`src/hw/rtl/mlc_pkg.sv`:
```
// Package for the mu-law compander: request/result types, the queue entry type and constants.
package mlc_pkg;

  // Item kinds
  localparam logic KIND_ENCODE = 1'b0;
  localparam logic KIND_DECODE = 1'b1;

  // Encoder constants
  localparam logic [15:0] MU_CLIP = 16'd32635;
  localparam logic [14:0] MU_BIAS = 15'h0084;

  // Depth of the queue between front and back
  localparam int QUEUE_DEPTH = 2;
  localparam int QPTR_W      = $clog2(QUEUE_DEPTH);
  localparam int QCNT_W      = $clog2(QUEUE_DEPTH + 1);

  typedef struct packed {
    logic               kind;
    logic signed [15:0] linear_sample;
    logic        [7:0]  code_byte;
  } mlc_in_t;

  typedef struct packed {
    logic        [7:0]  code_out;
    logic signed [15:0] linear_out;
  } mlc_out_t;

  // Classified request: for encode, mag is the clipped and biased magnitude;
  // for decode, sgn and mag[6:0] hold the inverted byte.
  typedef struct packed {
    logic        kind;
    logic        sgn;
    logic [14:0] mag;
  } mlc_cmd_t;

  // Segment base for decoding: 132 * 2^e - 132
  function automatic logic [14:0] seg_base(input logic [2:0] e);
    logic [14:0] base;
    begin
      case (e)
        3'd0:    base = 15'd0;
        3'd1:    base = 15'd132;
        3'd2:    base = 15'd396;
        3'd3:    base = 15'd924;
        3'd4:    base = 15'd1980;
        3'd5:    base = 15'd4092;
        3'd6:    base = 15'd8316;
        3'd7:    base = 15'd16764;
        default: base = 15'd0;
      endcase
      return base;
    end
  endfunction

endpackage

```
`src/hw/rtl/mlc_front.sv`:
```
// Front part: accepts requests and classifies them into queue entries.
module mlc_front (
  input  logic              start,
  input  logic              q_full,
  input  mlc_pkg::mlc_in_t  in_req,
  output logic              busy,
  output logic              push,
  output mlc_pkg::mlc_cmd_t cmd
);

  logic [15:0] neg_mag;
  logic [15:0] abs_mag;
  logic [15:0] clip_mag;
  logic [7:0]  inv_byte;

  // Hold requests off only when the queue has no room
  assign busy = q_full;
  assign push = start && !q_full;

  // Take sign and magnitude, clip and add the bias
  always_comb begin
    neg_mag  = 16'(16'd0 - in_req.linear_sample);
    abs_mag  = in_req.linear_sample[15] ? neg_mag : {1'b0, in_req.linear_sample[14:0]};
    clip_mag = (abs_mag > mlc_pkg::MU_CLIP) ? mlc_pkg::MU_CLIP : abs_mag;
    inv_byte = ~in_req.code_byte;
  end

  // Build the queue entry for the chosen kind
  always_comb begin
    cmd.kind = in_req.kind;
    if (in_req.kind == mlc_pkg::KIND_ENCODE) begin
      cmd.sgn = in_req.linear_sample[15];
      cmd.mag = 15'(clip_mag) + mlc_pkg::MU_BIAS;
    end else begin
      cmd.sgn = inv_byte[7];
      cmd.mag = {8'd0, inv_byte[6:0]};
    end
  end

endmodule

```
`src/hw/rtl/mlc_queue.sv`:
```
// Short queue between front and back.
module mlc_queue (
  input  logic              clk,
  input  logic              rst_n,
  input  logic              push,
  input  mlc_pkg::mlc_cmd_t push_cmd,
  input  logic              pop,
  output logic              full,
  output logic              not_empty,
  output mlc_pkg::mlc_cmd_t head
);

  mlc_pkg::mlc_cmd_t entry_r [mlc_pkg::QUEUE_DEPTH];
  logic [mlc_pkg::QPTR_W-1:0] wr_ptr_r, wr_ptr_nxt;
  logic [mlc_pkg::QPTR_W-1:0] rd_ptr_r, rd_ptr_nxt;
  logic [mlc_pkg::QCNT_W-1:0] cnt_r, cnt_nxt;
  logic                       do_pop;

  assign full      = (cnt_r == mlc_pkg::QCNT_W'(mlc_pkg::QUEUE_DEPTH));
  assign not_empty = (cnt_r != '0);
  assign head      = entry_r[rd_ptr_r];
  assign do_pop    = pop && not_empty;

  // Advance pointers and count
  always_comb begin
    wr_ptr_nxt = wr_ptr_r;
    rd_ptr_nxt = rd_ptr_r;
    cnt_nxt    = cnt_r;
    if (push) begin
      wr_ptr_nxt = (wr_ptr_r == mlc_pkg::QPTR_W'(mlc_pkg::QUEUE_DEPTH - 1)) ? '0
                   : wr_ptr_r + 1'b1;
    end
    if (do_pop) begin
      rd_ptr_nxt = (rd_ptr_r == mlc_pkg::QPTR_W'(mlc_pkg::QUEUE_DEPTH - 1)) ? '0
                   : rd_ptr_r + 1'b1;
    end
    if (push && !do_pop) begin
      cnt_nxt = cnt_r + 1'b1;
    end else if (!push && do_pop) begin
      cnt_nxt = cnt_r - 1'b1;
    end
  end

  always_ff @(posedge clk) begin
    if (!rst_n) begin
      wr_ptr_r <= '0;
      rd_ptr_r <= '0;
      cnt_r    <= '0;
    end else begin
      wr_ptr_r <= wr_ptr_nxt;
      rd_ptr_r <= rd_ptr_nxt;
      cnt_r    <= cnt_nxt;
    end
  end

  // Store the pushed entry
  always_ff @(posedge clk) begin
    if (push) begin
      entry_r[wr_ptr_r] <= push_cmd;
    end
  end

endmodule

```
`src/hw/rtl/mlc_back.sv`:
```
// Back part: encodes or decodes the queue head and registers the result.
module mlc_back (
  input  logic              clk,
  input  logic              rst_n,
  input  logic              avail,
  input  mlc_pkg::mlc_cmd_t cmd,
  output logic              pop,
  output logic              out_strobe,
  output mlc_pkg::mlc_out_t out_res
);

  logic [7:0]  top;
  logic [2:0]  enc_e;
  logic [3:0]  enc_shamt;
  logic [14:0] enc_shifted;
  logic [7:0]  enc_code;
  logic [2:0]  dec_e;
  logic [3:0]  dec_shamt;
  logic [15:0] dec_mag;
  logic [15:0] dec_lin;
  logic              strobe_r, strobe_nxt;
  mlc_pkg::mlc_out_t res_r, res_nxt;

  // The receiver never stalls, so drain one entry every cycle while one is queued
  assign pop = avail;

  // Find the segment from the leading one of bits 14..7
  always_comb begin
    top = cmd.mag[14:7];
    casez (top)
      8'b1???????: enc_e = 3'd7;
      8'b01??????: enc_e = 3'd6;
      8'b001?????: enc_e = 3'd5;
      8'b0001????: enc_e = 3'd4;
      8'b00001???: enc_e = 3'd3;
      8'b000001??: enc_e = 3'd2;
      8'b0000001?: enc_e = 3'd1;
      default:     enc_e = 3'd0;
    endcase
    enc_shamt   = {1'b0, enc_e} + 4'd3;
    enc_shifted = cmd.mag >> enc_shamt;
    enc_code    = ~{cmd.sgn, enc_e, enc_shifted[3:0]};
  end

  // Rebuild the magnitude from segment base and mantissa, then apply sign
  always_comb begin
    dec_e     = cmd.mag[6:4];
    dec_shamt = {1'b0, dec_e} + 4'd3;
    dec_mag   = {1'b0, mlc_pkg::seg_base(dec_e)} + (16'(cmd.mag[3:0]) << dec_shamt);
    dec_lin   = cmd.sgn ? 16'(16'd0 - dec_mag) : dec_mag;
  end

  // Select the result fields
  always_comb begin
    strobe_nxt = avail;
    if (cmd.kind == mlc_pkg::KIND_ENCODE) begin
      res_nxt.code_out   = enc_code;
      res_nxt.linear_out = '0;
    end else begin
      res_nxt.code_out   = '0;
      res_nxt.linear_out = dec_lin;
    end
  end

  always_ff @(posedge clk) begin
    if (!rst_n) begin
      strobe_r <= 1'b0;
    end else begin
      strobe_r <= strobe_nxt;
    end
  end

  always_ff @(posedge clk) begin
    res_r <= res_nxt;
  end

  assign out_strobe = strobe_r;
  assign out_res    = res_r;

endmodule

```
`src/hw/rtl/mu_law_compander_top.sv`:
```
// Top level of the mu-law compander.
//
// Usage:
//   A request is taken at a rising edge where start is high and busy is low.
//   in_req.kind selects encode (linear_sample to an 8-bit mu-law byte) or
//   decode (code_byte to a signed linear sample).
//   Each request yields exactly one result on out_res, marked by out_strobe
//   for one cycle; the unused result field is zero.
// Structure and throughput:
//   The front classifies a request (sign, clip, bias or byte inversion) and
//   writes it into a two-entry queue; the back reads the queue head,
//   finds the segment or rebuilds the magnitude, and registers the result.
//   The request is registered in the queue, then the result in the back's
//   output register. One request per cycle is sustained while busy is low.
// Reset:
//   rst_n is synchronous and active low; it empties the queue and clears the
//   strobe. Results are in request order.
// Stalls:
//   The receiver cannot stall; the back drains the queue every cycle, so
//   busy stays low in normal use.
module mu_law_compander_top (
  input  logic              clk,
  input  logic              rst_n,
  input  logic              start,
  output logic              busy,
  input  mlc_pkg::mlc_in_t  in_req,
  output logic              out_strobe,
  output mlc_pkg::mlc_out_t out_res
);

  logic              q_full;
  logic              q_not_empty;
  logic              push;
  logic              pop;
  mlc_pkg::mlc_cmd_t push_cmd;
  mlc_pkg::mlc_cmd_t head_cmd;

  mlc_front u_front (
    .start  (start),
    .q_full (q_full),
    .in_req (in_req),
    .busy   (busy),
    .push   (push),
    .cmd    (push_cmd)
  );

  mlc_queue u_queue (
    .clk       (clk),
    .rst_n     (rst_n),
    .push      (push),
    .push_cmd  (push_cmd),
    .pop       (pop),
    .full      (q_full),
    .not_empty (q_not_empty),
    .head      (head_cmd)
  );

  mlc_back u_back (
    .clk        (clk),
    .rst_n      (rst_n),
    .avail      (q_not_empty),
    .cmd        (head_cmd),
    .pop        (pop),
    .out_strobe (out_strobe),
    .out_res    (out_res)
  );

  // Every result comes from an earlier request that was taken
  a_strobe_from_request: assert property (@(posedge clk) disable iff (!rst_n)
    out_strobe |-> $past(start && !busy, 2))
    else $error("result strobe without a matching request");

  // A request taken is answered with a result strobe
  a_request_answered: assert property (@(posedge clk) disable iff (!rst_n)
    (start && !busy) |-> ##2 out_strobe)
    else $error("request was not answered");

  // Only one of the result fields may be nonzero
  a_fields_exclusive: assert property (@(posedge clk) disable iff (!rst_n)
    (out_strobe && out_res.linear_out != 16'sd0) |-> (out_res.code_out == 8'd0))
    else $error("both result fields nonzero");

  // Encoding a zero sample gives 0xFF
  a_zero_encode: assert property (@(posedge clk) disable iff (!rst_n)
    (start && !busy && in_req.kind == mlc_pkg::KIND_ENCODE
     && in_req.linear_sample == 16'sd0) |-> ##2 (out_res.code_out == 8'hFF))
    else $error("zero sample encoded wrongly");

endmodule
```
`config.mk`:
```
export PLATFORM = sky130hd
export DESIGN_NAME = mu_law_compander_top
export DESIGN_NICKNAME = d
export VERILOG_FILES = /design/src/hw/rtl/mlc_pkg.sv /design/src/hw/rtl/mlc_front.sv /design/src/hw/rtl/mlc_queue.sv /design/src/hw/rtl/mlc_back.sv /design/src/hw/rtl/mu_law_compander_top.sv
export SDC_FILE = /design/constraint.sdc
export NUM_CORES = 1
export LEC_CHECK = 0
export BUFFER_PORTS_ARGS = -buffer_cell sky130_fd_sc_hd__buf_2
export CORE_MARGIN = 3
export CORE_UTILIZATION = 39
export CTS_CLUSTER_DIAMETER = 40
export DETAILED_ROUTE_END_ITERATION = 16
export PLACE_DENSITY = 0.57
export SLEW_MARGIN = 5
export SYNTH_ARGS = -nofsm -noshare
export SYNTH_HDL_FRONTEND = slang
export SYNTH_HIERARCHICAL = 1
export SYNTH_SLANG_ARGS = --single-unit
```
`constraint.sdc`:
```
create_clock -name clk -period 7.05 [get_ports clk]
set_input_delay 1.41 -clock clk [delete_from_list [all_inputs] [get_ports clk]]
set_output_delay 1.41 -clock clk [all_outputs]
set_load 0.05 [all_outputs]
```
Word-level counts from Yosys, hierarchy flattened
Memories as Yosys holds them, arrays and structs flattened. A register that Yosys moved wholly into a read port is not among the register bits.
Index checks and enable logic that the tools add are counted.
- memory bits (read-only): 96
- memories kept: 2
- bits in writable memories: 34
- register bits after elaboration: 29
- shift operators: 2
- add/sub/neg operators: 10
- magnitude comparators: 1
- eq/ne operators: 7
- reductions and logical operators: 8
- multiplexer cells: 13
- bitwise operators: 2
- memory list (memory ; words ; width ; rd ports ; clocked after memory_dff ; write ports ; line ; text):
    (name not given) ; 8 ; 12 ; 1 ; 0 ; 0 ; mlc_pkg.sv:40 ; case (e)
    u_queue.entry_r ; 2 ; 17 ; 1 ; 1 ; 1 ; mlc_queue.sv:13 ; mlc_pkg::mlc_cmd_t entry_r [mlc_pkg::QUEUE_DEPTH];
- operator list (cell ; count):
    two-way mux 16 bit ; 3
    subtractor 1 x 16 -> 16 bit, first input constant ; 2
    case mux 3 bit (7 select lines) ; 1
    adder 15 x 16 -> 16 bit ; 1
    > comparator 16 x 15 -> 1 bit, second input constant ; 1
    NOT 8 bit ; 2
    left shift 4 x 4 -> 16 bit ; 1
    adder 15 x 8 -> 15 bit, second input constant ; 1
    two-way mux 15 bit ; 1
    right shift 15 x 4 -> 4 bit ; 1
    adder 3 x 2 -> 4 bit, second input constant ; 2
    equality test 7 x 1 -> 1 bit, second input constant ; 1
    equality test 6 x 1 -> 1 bit, second input constant ; 1
    two-way mux 1 bit ; 6
    equality test 5 x 1 -> 1 bit, second input constant ; 1
    equality test 4 x 1 -> 1 bit, second input constant ; 1
    two-way mux 2 bit ; 2
    nonzero test 2 bit ; 2
    equality test 3 x 1 -> 1 bit, second input constant ; 1
    logical AND 1 bit ; 3
    zero test 1 bit ; 3
    adder 1 bit, second input constant ; 2
    adder 2 x 1 -> 2 bit, second input constant ; 1
    equality test 2 x 1 -> 1 bit, second input constant ; 1
    other kinds (2) ; 2

Depth between registers and ports, before layout
Gate-level depths: netlist of run 1.
- depth after elaboration: 7
- depth in mapped cells: 21
- depth with buffers taken out: 17

Cells and area by module
Netlist of run 1, hierarchy kept.
- by module, submodules not included (module ; instances ; seq. area each (um^2) ; area each (um^2) ; cells each):
    mlc_back ; 1 ; 500.5 ; 2426.1 ; 307
    mlc_queue ; 1 ; 1121.1 ; 1445.1 ; 75
    mlc_front ; 1 ; 0.0 ; 1176.1 ; 170

Worst setup path after synthesis of run 1
No wires, ideal clock.
- path type: input to register
- start point: input in_req[8] (netlist bit)
- end point: memory u_queue/entry_r[0][10] (netlist bit), data pin
- slack: 2.546 ns
- cell stages on the path: 15
- arrival: 4.242 ns
- library setup time: 0.262 ns
- cell sequence: inv_1 ha_1 clkbuf_1 or3b_1 a21boi_1 o22ai_1 o21ai_1 nand2_1 o21ai_2 nor2_1 ha_1 o21ai_1 o211ai_4 o21ai_2 mux2_4
- RTL lines (item ; line ; text):
    from (decl) ; mu_law_compander_top.sv:26 ; input mlc_pkg::mlc_in_t in_req,
    to (decl) ; mlc_queue.sv:13 ;

==> out/metrics.csv, run 1 <==
stage,metric,value,unit
drt,Vias,4180,
placed_design,placed cells,746,
cells_and_area,fillers,1209,
yosys,async set-reset flop share out of synthesis,0,%
drt,DR top layer,met4,
yosys,Synth Area in Compound Gates,19.93,%
global_route,vias in the first global route,3981,
worst_setup_path,critical path's slowest cell,mux2_2,
clock_network,Root Driver,clkbuf_16,
yosys,largest family of logic cells by synthesized area,simple AND/OR/NAND/NOR gates,
cells_and_area,nets,642,
yosys,post-synthesis cell area,5047,µm²
yosys,post-synthesis cell type count,85,
power,PwrDens,487.6,nW/µm²
clock_network,CTS HTree Levels,3,
worst_setup_path,Worst R2R Setup Slack,2.08,ns
hold_path,Hold Path Depth,2,
placed_design,HPWL after DPL,8.630,mm
sta,minimum clock period,4.974,ns
global_route,GRT overflow,0,
power,static leakage,2.231,nW
sta,final setup TNS,0,ns
yosys,adder-cell share of the synthesized area,6.346,%
placed_design,Port Buffers,53,
cells_and_area,register area,1622,µm²
clock_network,worst skew pair latency,0.33,ns
clock_network,deepest clock path buffer count,2,
worst_setup_path,Critical Path End,u_back/out_res[15],
yosys,"Top FF cell, synth",edfxtp_1,
die,Die Wd,119.8,µm
die,die span in y,119.8,µm
worst_setup_path,CP Cell Sequence,"buf_4, mux2_2, inv_1, ha_1, mux2i_4, nand2_1, o21ai_0, or3_1, fa_1, nor2b_4, o31a_1, a31oi_1, nor3_1, nor2_1, nor3_1, a41o_1, mux2i_1",
drt,DRC,0,
cells_and_area,multi-input logic area,3186,µm²
worst_setup_path,WP data arrival,5.23,ns
yosys,Mapped Cells,552,
sta,Slew @ Worst Pin,0.8176,ns
yosys,post-synthesis sequential area ratio,32.13,%
worst_setup_path,worst path buffer plus inverter count,2,
clock_network,CTS tree,built,
worst_setup_path,Crit Path Class,register to register,
sta,worst clock skew,0.009878,ns
cells_and_area,Area Overhead vs Synth,13.16,%
power,total power,2.785,mW
yosys,mux share of post-synthesis cell area,9.073,%
cells_and_area,Final Non-Filler Cells,762,
hold_path,Worst Hold Class,register to register,
drt,met1 wire length,4.832,mm
sta,unrepaired setup endpoints after global routing,false,
worst_setup_path,R2R depth,17,
worst_setup_path,max incr delay on CP,0.50,ns
cells_and_area,share of layout cells above drive strength 1,22.05,%
worst_setup_path,critical path capture point type,register,
die,Rows,40,
die,Core Footprint,12310,µm²
drt,met3 wire len,427,µm
worst_setup_path,crit-path max FO,17,
drt,First-pass DRT Iterations,5,
sta,maximum clock rate,0.2010,GHz
clock_network,post-cts resize count,0,
worst_setup_path,CP Depth,17,
clock_network,post-CTS setup buffers,0,
yosys,average size of a mapped cell,9.144,µm²
yosys,Post-Synth XOR/XNOR Area,7.090,%
clock_network,hold buffers post-CTS,0,
worst_setup_path,Worst path top cell family by delay,simple AND/OR/NAND/NOR gates,
drt,Antenna Nets Post-Route,0,
run_status,status,"complete, no violations",
sta,final period utilization,70.56,%
clock_network,clock tree sinks,64,
worst_setup_path,Worst Path Required,7.31,ns
global_route,All-Layer GR Usage,16.10,%
worst_setup_path,end of the worst register-to-register path,u_back/out_res[15],
drt,routed wire length,11.32,mm
sta,Final Hold Vio Count,0,
sta,setup violators final,0,
job,number of max-cap violations,0,
drt,DRT iter0 DRCs,217,
global_route,initial antenna violation count,0,
yosys,#FFs+latches synth,64,
drt,routed len/inst,14.86,µm
cells_and_area,ant diodes,0,
die,Starting Density,41.00,%
drt,via/cell ratio,5.486,
power,maximum vdd drop,0.0001609,V
drt,metal2 WL,5.858,mm
yosys,Yosys Warn Count,6,
die,die area,14340,µm²
worst_setup_path,CP startpoint kind,register,
clock_network,Clock transition at path regs,0.06,ns
sta,max-slew violation count,0,
die,num ports,54,
global_route,first-pass GRT wire length,19.00,mm
sta,worst rel slew slack,45.50,%
placed_design,Final GP Congestion,0.8998,
clock_network,TritonCTS buffer count,9,
worst_setup_path,most frequent CP cell,nor3_1,
yosys,number of synthesized flops with an enable pin,34,
global_route,largest net degree at the start of global routing,26,
yosys,Post-Synth Simple-Gate Area,20.67,%
yosys,syn_nets,605,
-- synthesized netlist by cell type, drive strengths merged, types with 3 or more instances --
cell type / n / share of area (%)
a211oi: 4 / 0.69
a21boi: 3 / 0.45
a21o: 4 / 0.59
a21oi: 38 / 4.4
a31oi: 8 / 1.3
and2: 9 / 1.1
buf: 16 / 2.1
clkbuf: 13 / 0.97
dfxtp: 30 / 12
edfxtp: 34 / 20
ha: 24 / 5.9
inv: 23 / 1.7
mux2: 23 / 5.2
mux2i: 16 / 3.4
nand2: 34 / 2.5
nand2b: 8 / 0.99
nand3: 11 / 1.3
nand3b: 3 / 0.45
nand4: 3 / 0.37
nor2: 63 / 4.7
nor2b: 7 / 1.0
nor3: 13 / 1.3
nor4: 6 / 1.5
o2111ai: 3 / 0.64
o211ai: 4 / 0.87
o21a: 3 / 0.45
o21ai: 32 / 3.3
o21bai: 4 / 0.59
o22ai: 4 / 0.50
o31ai: 8 / 1.5
or2: 10 / 1.4
or3: 8 / 0.99
or4: 7 / 1.1
xnor2: 26 / 4.7
xor2: 14 / 2.4
-- per-stage QoR --
stage	hold WS (ns)	util, %	instance area (µm²)	setup WS [ns]
2_1_floorplan	0.4735	-	5047	2.546
3_3_place_gp	0.4875	43.73	5384	2.160
3_5_place_dp	0.5124	43.73	5384	2.012
4_1_cts	0.5239	46.39	5712	2.095
5_1_grt	0.5755	46.39	5712	1.732
6_report	0.5174	46.39	5712	2.076
-- flip-flops by register name (all words and copies together), names as in the netlist, named ones only --
signal	flops
u_queue/entry_r	34
u_queue/cnt_r	2
u_queue/rd_ptr_r	1
u_back/out_res	24
u_queue/wr_ptr_r	1
u_back/out_strobe	1
-- routing by layer --
| metal | track usage (%) | up-vias |
|---|---|---|
| met5 | 0 | - |
| met2 | 29.06 | 103 |
| met4 | 4.796 | 0 |
| met1 | 19.23 | 1956 |
| met3 | 3.299 | 17 |
| li1 | - | 2104 |
-- where the power goes --
group / switching [mW] / leakage [nW] / total [mW] / internal, mW
combinational: 1.11 / 1.51 / 1.78 / 0.665
sequential: 0.0228 / 0.569 / 0.522 / 0.499
clock: 0.172 / 0.157 / 0.485 / 0.313
-- worst min path at each step --
| stage | start | endpoint |
|---|---|---|
| global route | u_queue/cnt_r[1] | u_queue/cnt_r[1] |
| finish | u_queue/cnt_r[1] | u_queue/cnt_r[1] |
| detailed placement | u_queue/cnt_r[1] | u_queue/cnt_r[1] |
| floorplan | u_queue/cnt_r[1] | u_queue/cnt_r[1] |
| global placement | u_queue/cnt_r[1] | u_queue/cnt_r[1] |
| CTS | u_queue/cnt_r[1] | u_queue/cnt_r[1] |
-- cells by family (layout without fill, tap and decap cells) --
kind of cell | count (synthesis) | after routing
compound gates | 138 | 138
xor+xnor | 40 | 40
fa+ha+maj | 25 | 25
buf+inv | 52 | 94
flops | 64 | 64
mux | 40 | 40
simple gates | 193 | 193
-- final cells by class --
| type | count | share of cell area [%] |
|---|---|---|
| sequential | 64 | 28.39 |
| tap | 168 | 3.680 |
| timing repair buffer | 55 | 4.907 |
| inverter | 23 | 1.512 |
| multi-input combinational | 436 | 55.77 |
| clock inverter | 7 | 1.796 |
| clock buffer | 9 | 3.943 |
-- cell usage in the layout (no fill, tap or decap), types with 7 or more instances in the layout --
master	n
a31oi_1	7
dfxtp_1	30
and2_1	9
nand2_1	34
o31ai_1	7
xor2_1	14
a21oi_1	35
or2_2	7
mux2_2	22
clkbuf_16	9
nand2b_1	8
mux2i_1	15
xnor2_1	25
nand3_1	10
o21ai_0	27
nor2_1	63
buf_2	53
or3_1	8
nor3_1	13
inv_1	23
edfxtp_1	34
ha_1	24
-- worst reg2reg max path, cell delays in order, from the launching register on --
cell	delay [ns]
dfxtp_1	0.31
buf_4	0.24
mux2_2	0.50
inv_1	0.28
ha_1	0.40
mux2i_4	0.25
nand2_1	0.08
o21ai_0	0.17
or3_1	0.41
fa_1	0.48
nor2b_4	0.17
o31a_1	0.20
a31oi_1	0.07
nor3_1	0.43
nor2_1	0.18
nor3_1	0.33
a41o_1	0.24
mux2i_1	0.17
Note: power is estimated with default switching activity, not from simulation.
==> run 2: changes to the inputs <==
- ABC_AREA: default -> 1
- clock period: 7.05 -> 5.1 ns (I/O delays scaled with it)
==> run 2 against run 1 <==
  * Clock skew is 0.00053 ns lower
  * Clock power is 16% higher
  * Sequential share of layout area is 0.71 points lower
  * Final cell count is 24% higher
  * Die area is 3.5% higher
==> out/metrics.csv, run 2 <==
stage,metric,value,unit,change
cells_and_area,"commonest non-fill, non-tap cell in the layout",nand2_1,,
placed_design,placed cell area,5579,µm²,+3.6%
drt,DRC,0,,unchanged
worst_setup_path,Worst path top cell family by delay,simple AND/OR/NAND/NOR gates,,
yosys,Yosys Warn Count,6,,unchanged
cells_and_area,register area,1622,µm²,unchanged
worst_setup_path,worst path buffer plus inverter count,2,,unchanged
global_route,first-pass GRT wire length,20.26,mm,+6.6%
sta,setup violators final,0,,unchanged
sta,final setup TNS,0,ns,unchanged
die,Core Footprint,12880,µm²,+4.6%
global_route,All-Layer GR Usage,16.84,%,+0.74 points
drt,Vias,4651,,+11%
worst_setup_path,critical path's slowest cell,dfxtp_1,,
yosys,number of synthesized flops with an enable pin,34,,unchanged
worst_setup_path,WP data arrival,4.50,ns,-0.73 ns
yosys,post-synthesis cell type count,55,,-35%
die,die area,14840,µm²,+3.5%
power,static leakage,2.887,nW,+29%
worst_setup_path,max incr delay on CP,0.57,ns,+0.07 ns
worst_setup_path,CP Cell Sequence,"mux2_2, inv_6, ha_1, nand3_1, o21ai_0, or2_2, nor2_1, ha_1, inv_1, fa_1, nand2_1, nor2_1, nand2_1, nand3b_1, nor2_1, nand4_1, nor2_1, nand3b_1, a21oi_1, nor2_1",,
yosys,#FFs+latches synth,64,,unchanged
worst_setup_path,Worst Path Required,5.33,ns,-1.98 ns
clock_network,CTS tree,built,,
clock_network,worst skew pair latency,0.33,ns,about the same
drt,routed wire length,11.68,mm,+3.2%
sta,max-slew violation count,0,,unchanged
sta,final period utilization,83.81,%,+13 points
power,maximum vdd drop,0.0002359,V,+47%
cells_and_area,nets,824,,+28%
drt,First-pass DRT Iterations,4,,-1
placed_design,HPWL after DPL,9.510,mm,+10%
global_route,vias in the first global route,4526,,+14%
clock_network,Root Driver,clkbuf_16,,
global_route,initial antenna violation count,0,,unchanged
clock_network,hold buffers post-CTS,0,,unchanged
power,Clock Power Share,15.0,%,-2.4 points
sta,Hold Slack,0.5071,ns,-0.01024 ns
power,internal power,1.810,mW,+23%
worst_setup_path,most frequent CP cell,nor2_1,,
cells_and_area,most frequent cells in the layout,"nand2_1 (191), inv_1 (91), nor2_1 (82)",,
yosys,largest area contributor in the netlist,edfxtp_1,,
clock_network,deepest clock path buffer count,2,,unchanged
power,power share of the combinational group,65.3,%,+1.4 points
drt,DRT iter0 DRCs,222,,+2.3%
cells_and_area,Area Overhead vs Synth,11.96,%,
power,Seq pwr share,19.7,%,+1.0 points
cells_and_area,ant diodes,0,,unchanged
hold_path,Worst Hold Class,register to register,,
job,number of max-cap violations,0,,unchanged
die,num ports,54,,unchanged
placed_design,Port Buffers,53,,unchanged
cells_and_area,multi-input logic area,3053,µm²,-4.2%
yosys,Synth area leaders,"edfxtp_1 (20%), nand2_1 (14%), dfxtp_1 (11%), inv_1 (6.5%), nor2_1 (5.9%)",,
die,die span in y,121.8,µm,+1.7%
cells_and_area,fillers,1319,,+9.1%
worst_setup_path,crit-path max FO,14,,-3
power,switching share of power,51.65,%,+4.7 points
clock_network,CTS HTree Levels,3,,unchanged
placed_design,Final GP Congestion,0.8881,,-1.3%
cells_and_area,Biggest register,u_queue/entry_r,,
power,total power,3.744,mW,+34%
sta,maximum clock rate,0.2340,GHz,+16%
global_route,GRT overflow,0,,unchanged
drt,Antenna Nets Post-Route,0,,unchanged
sta,worst rel slew slack,52.90,%,+7.4 points
yosys,post-synthesis sequential area ratio,30.99,%,-1.1 points
yosys,"Top FF cell, synth",edfxtp_1,,
power,P_sw,1.934,mW,+48%
yosys,synth cell count leaders,"nand2_1 (191), inv_1 (91), nor2_1 (82)",,
sta,Slew @ Worst Pin,0.7057,ns,-0.1119 ns
worst_setup_path,CP startpoint kind,register,,
cells_and_area,Finished Cell Area,5858,µm²,+2.6%
drt,routed len/inst,12.32,µm,-17%
yosys,average size of a mapped cell,7.237,µm²,-21%
die,Rows,41,,+2.5%
worst_setup_path,Crit Path Class,register to register,,
clock_network,post-cts resize count,0,,unchanged
yosys,syn_nets,776,,+28%
sta,Final Hold Vio Count,0,,unchanged
run_status,status,"complete, no violations",,
yosys,post-synth top area share,19.51,%,-0.72 points
yosys,post-synthesis cell area,5233,µm²,+3.7%
cells_and_area,max FFs per register,34,,unchanged
yosys,Mapped Cells,723,,+31%
clock_network,post-CTS setup buffers,0,,unchanged
sta,worst clock skew,0.009350,ns,-0.0005278 ns
cells_and_area,share of layout cells above drive strength 1,21.01,%,-1.0 points
sta,unrepaired setup endpoints after global routing,false,,
die,Starting Density,40.64,%,-0.36 points
global_route,largest net degree at the start of global routing,25,,-3.8%
clock_network,TritonCTS buffer count,9,,unchanged
sta,minimum clock period,4.274,ns,-0.7003 ns
worst_setup_path,critical path capture point type,register,,
die,Die Wd,121.8,µm,+1.7%
yosys,most common cell in the netlist,nand2_1,,
clock_network,clock tree sinks,64,,unchanged
yosys,async set-reset flop share out of synthesis,0,%,unchanged
power,PwrDens,639.1,nW/µm²,+31%
drt,via/cell ratio,4.906,,-11%
clock_network,Clock transition at path regs,0.06,ns,about the same
[run 2: cell type report]
| type | count | share of cell area, % |
|---|---|---|
| clock buffers | 10 | 4.079 |
| clock inverters | 6 | 0.6835 |
| inverters | 105 | 6.856 |
| multi-input cells | 535 | 52.11 |
| flip-flops and latches | 64 | 27.68 |
| well taps | 172 | 3.674 |
| repair buffers | 56 | 4.912 |
[run 2: kinds of logic after synthesis]
group	share of synthesized area (%)
compound gates	11.48
xor+xnor	1.602
fa+ha+maj	6.122
buf+inv	10.66
flops	30.99
mux	4.567
simple gates	34.58
[run 2: worst register-to-register path: cells and delay by family (launching register included)]
family | cells | cell delay [ns]
buffers and inverters | 2 | 0.18
multiplexers | 1 | 0.51
AO/OA/AOI/OAI | 2 | 0.25
AND/OR/NAND/NOR | 12 | 1.58
adder cells (fa/ha/maj) | 3 | 1.09
flip-flops | 1 | 0.57
[run 2: per-stage QoR]
stage / worst slack (ns) / util [%] / cells
2_1_floorplan: 1.276 / - / 723
3_3_place_gp: 0.9308 / 43.33 / 932
3_5_place_dp: 0.8263 / 43.33 / 932
4_1_cts: 0.8131 / 45.50 / 948
5_1_grt: 0.3925 / 45.50 / 948
6_report: 0.8258 / 45.50 / 948
[run 2: power by group through the flow]
| stage | sequential, mW | clock (mW) | combinational, mW |
|---|---|---|---|
| 5_1_grt | 0.752 | 0.601 | 2.77 |
| 3_3_place_gp | 0.745 | 0 | 2.43 |
| 6_report | 0.737 | 0.562 | 2.44 |
| 3_5_place_dp | 0.750 | 0 | 2.45 |
| 4_1_cts | 0.740 | 0.579 | 2.46 |
| 2_1_floorplan | 1.01 | 0 | 1.75 |
[run 2: final timing paths]
check | to | start | cells past startpoint | slack (ns)
setup / recovery | u_back/out_res[14] | register | 20 | 0.83
hold / removal | u_queue/rd_ptr_r | u_queue/rd_ptr_r | 2 | 0.51
setup reg to reg | u_back/out_res[14] | register | 20 | 0.83
hold reg to reg | u_queue/rd_ptr_r | u_queue/rd_ptr_r | 2 | 0.51
[run 2: routing by layer]
metal	vias up	track usage, %	routed length (µm)
met5	-	0	0
met2	59	30.84	5987
li1	2448	-	-
met1	2128	19.84	5133
met4	0	6.162	262
met3	16	2.553	301
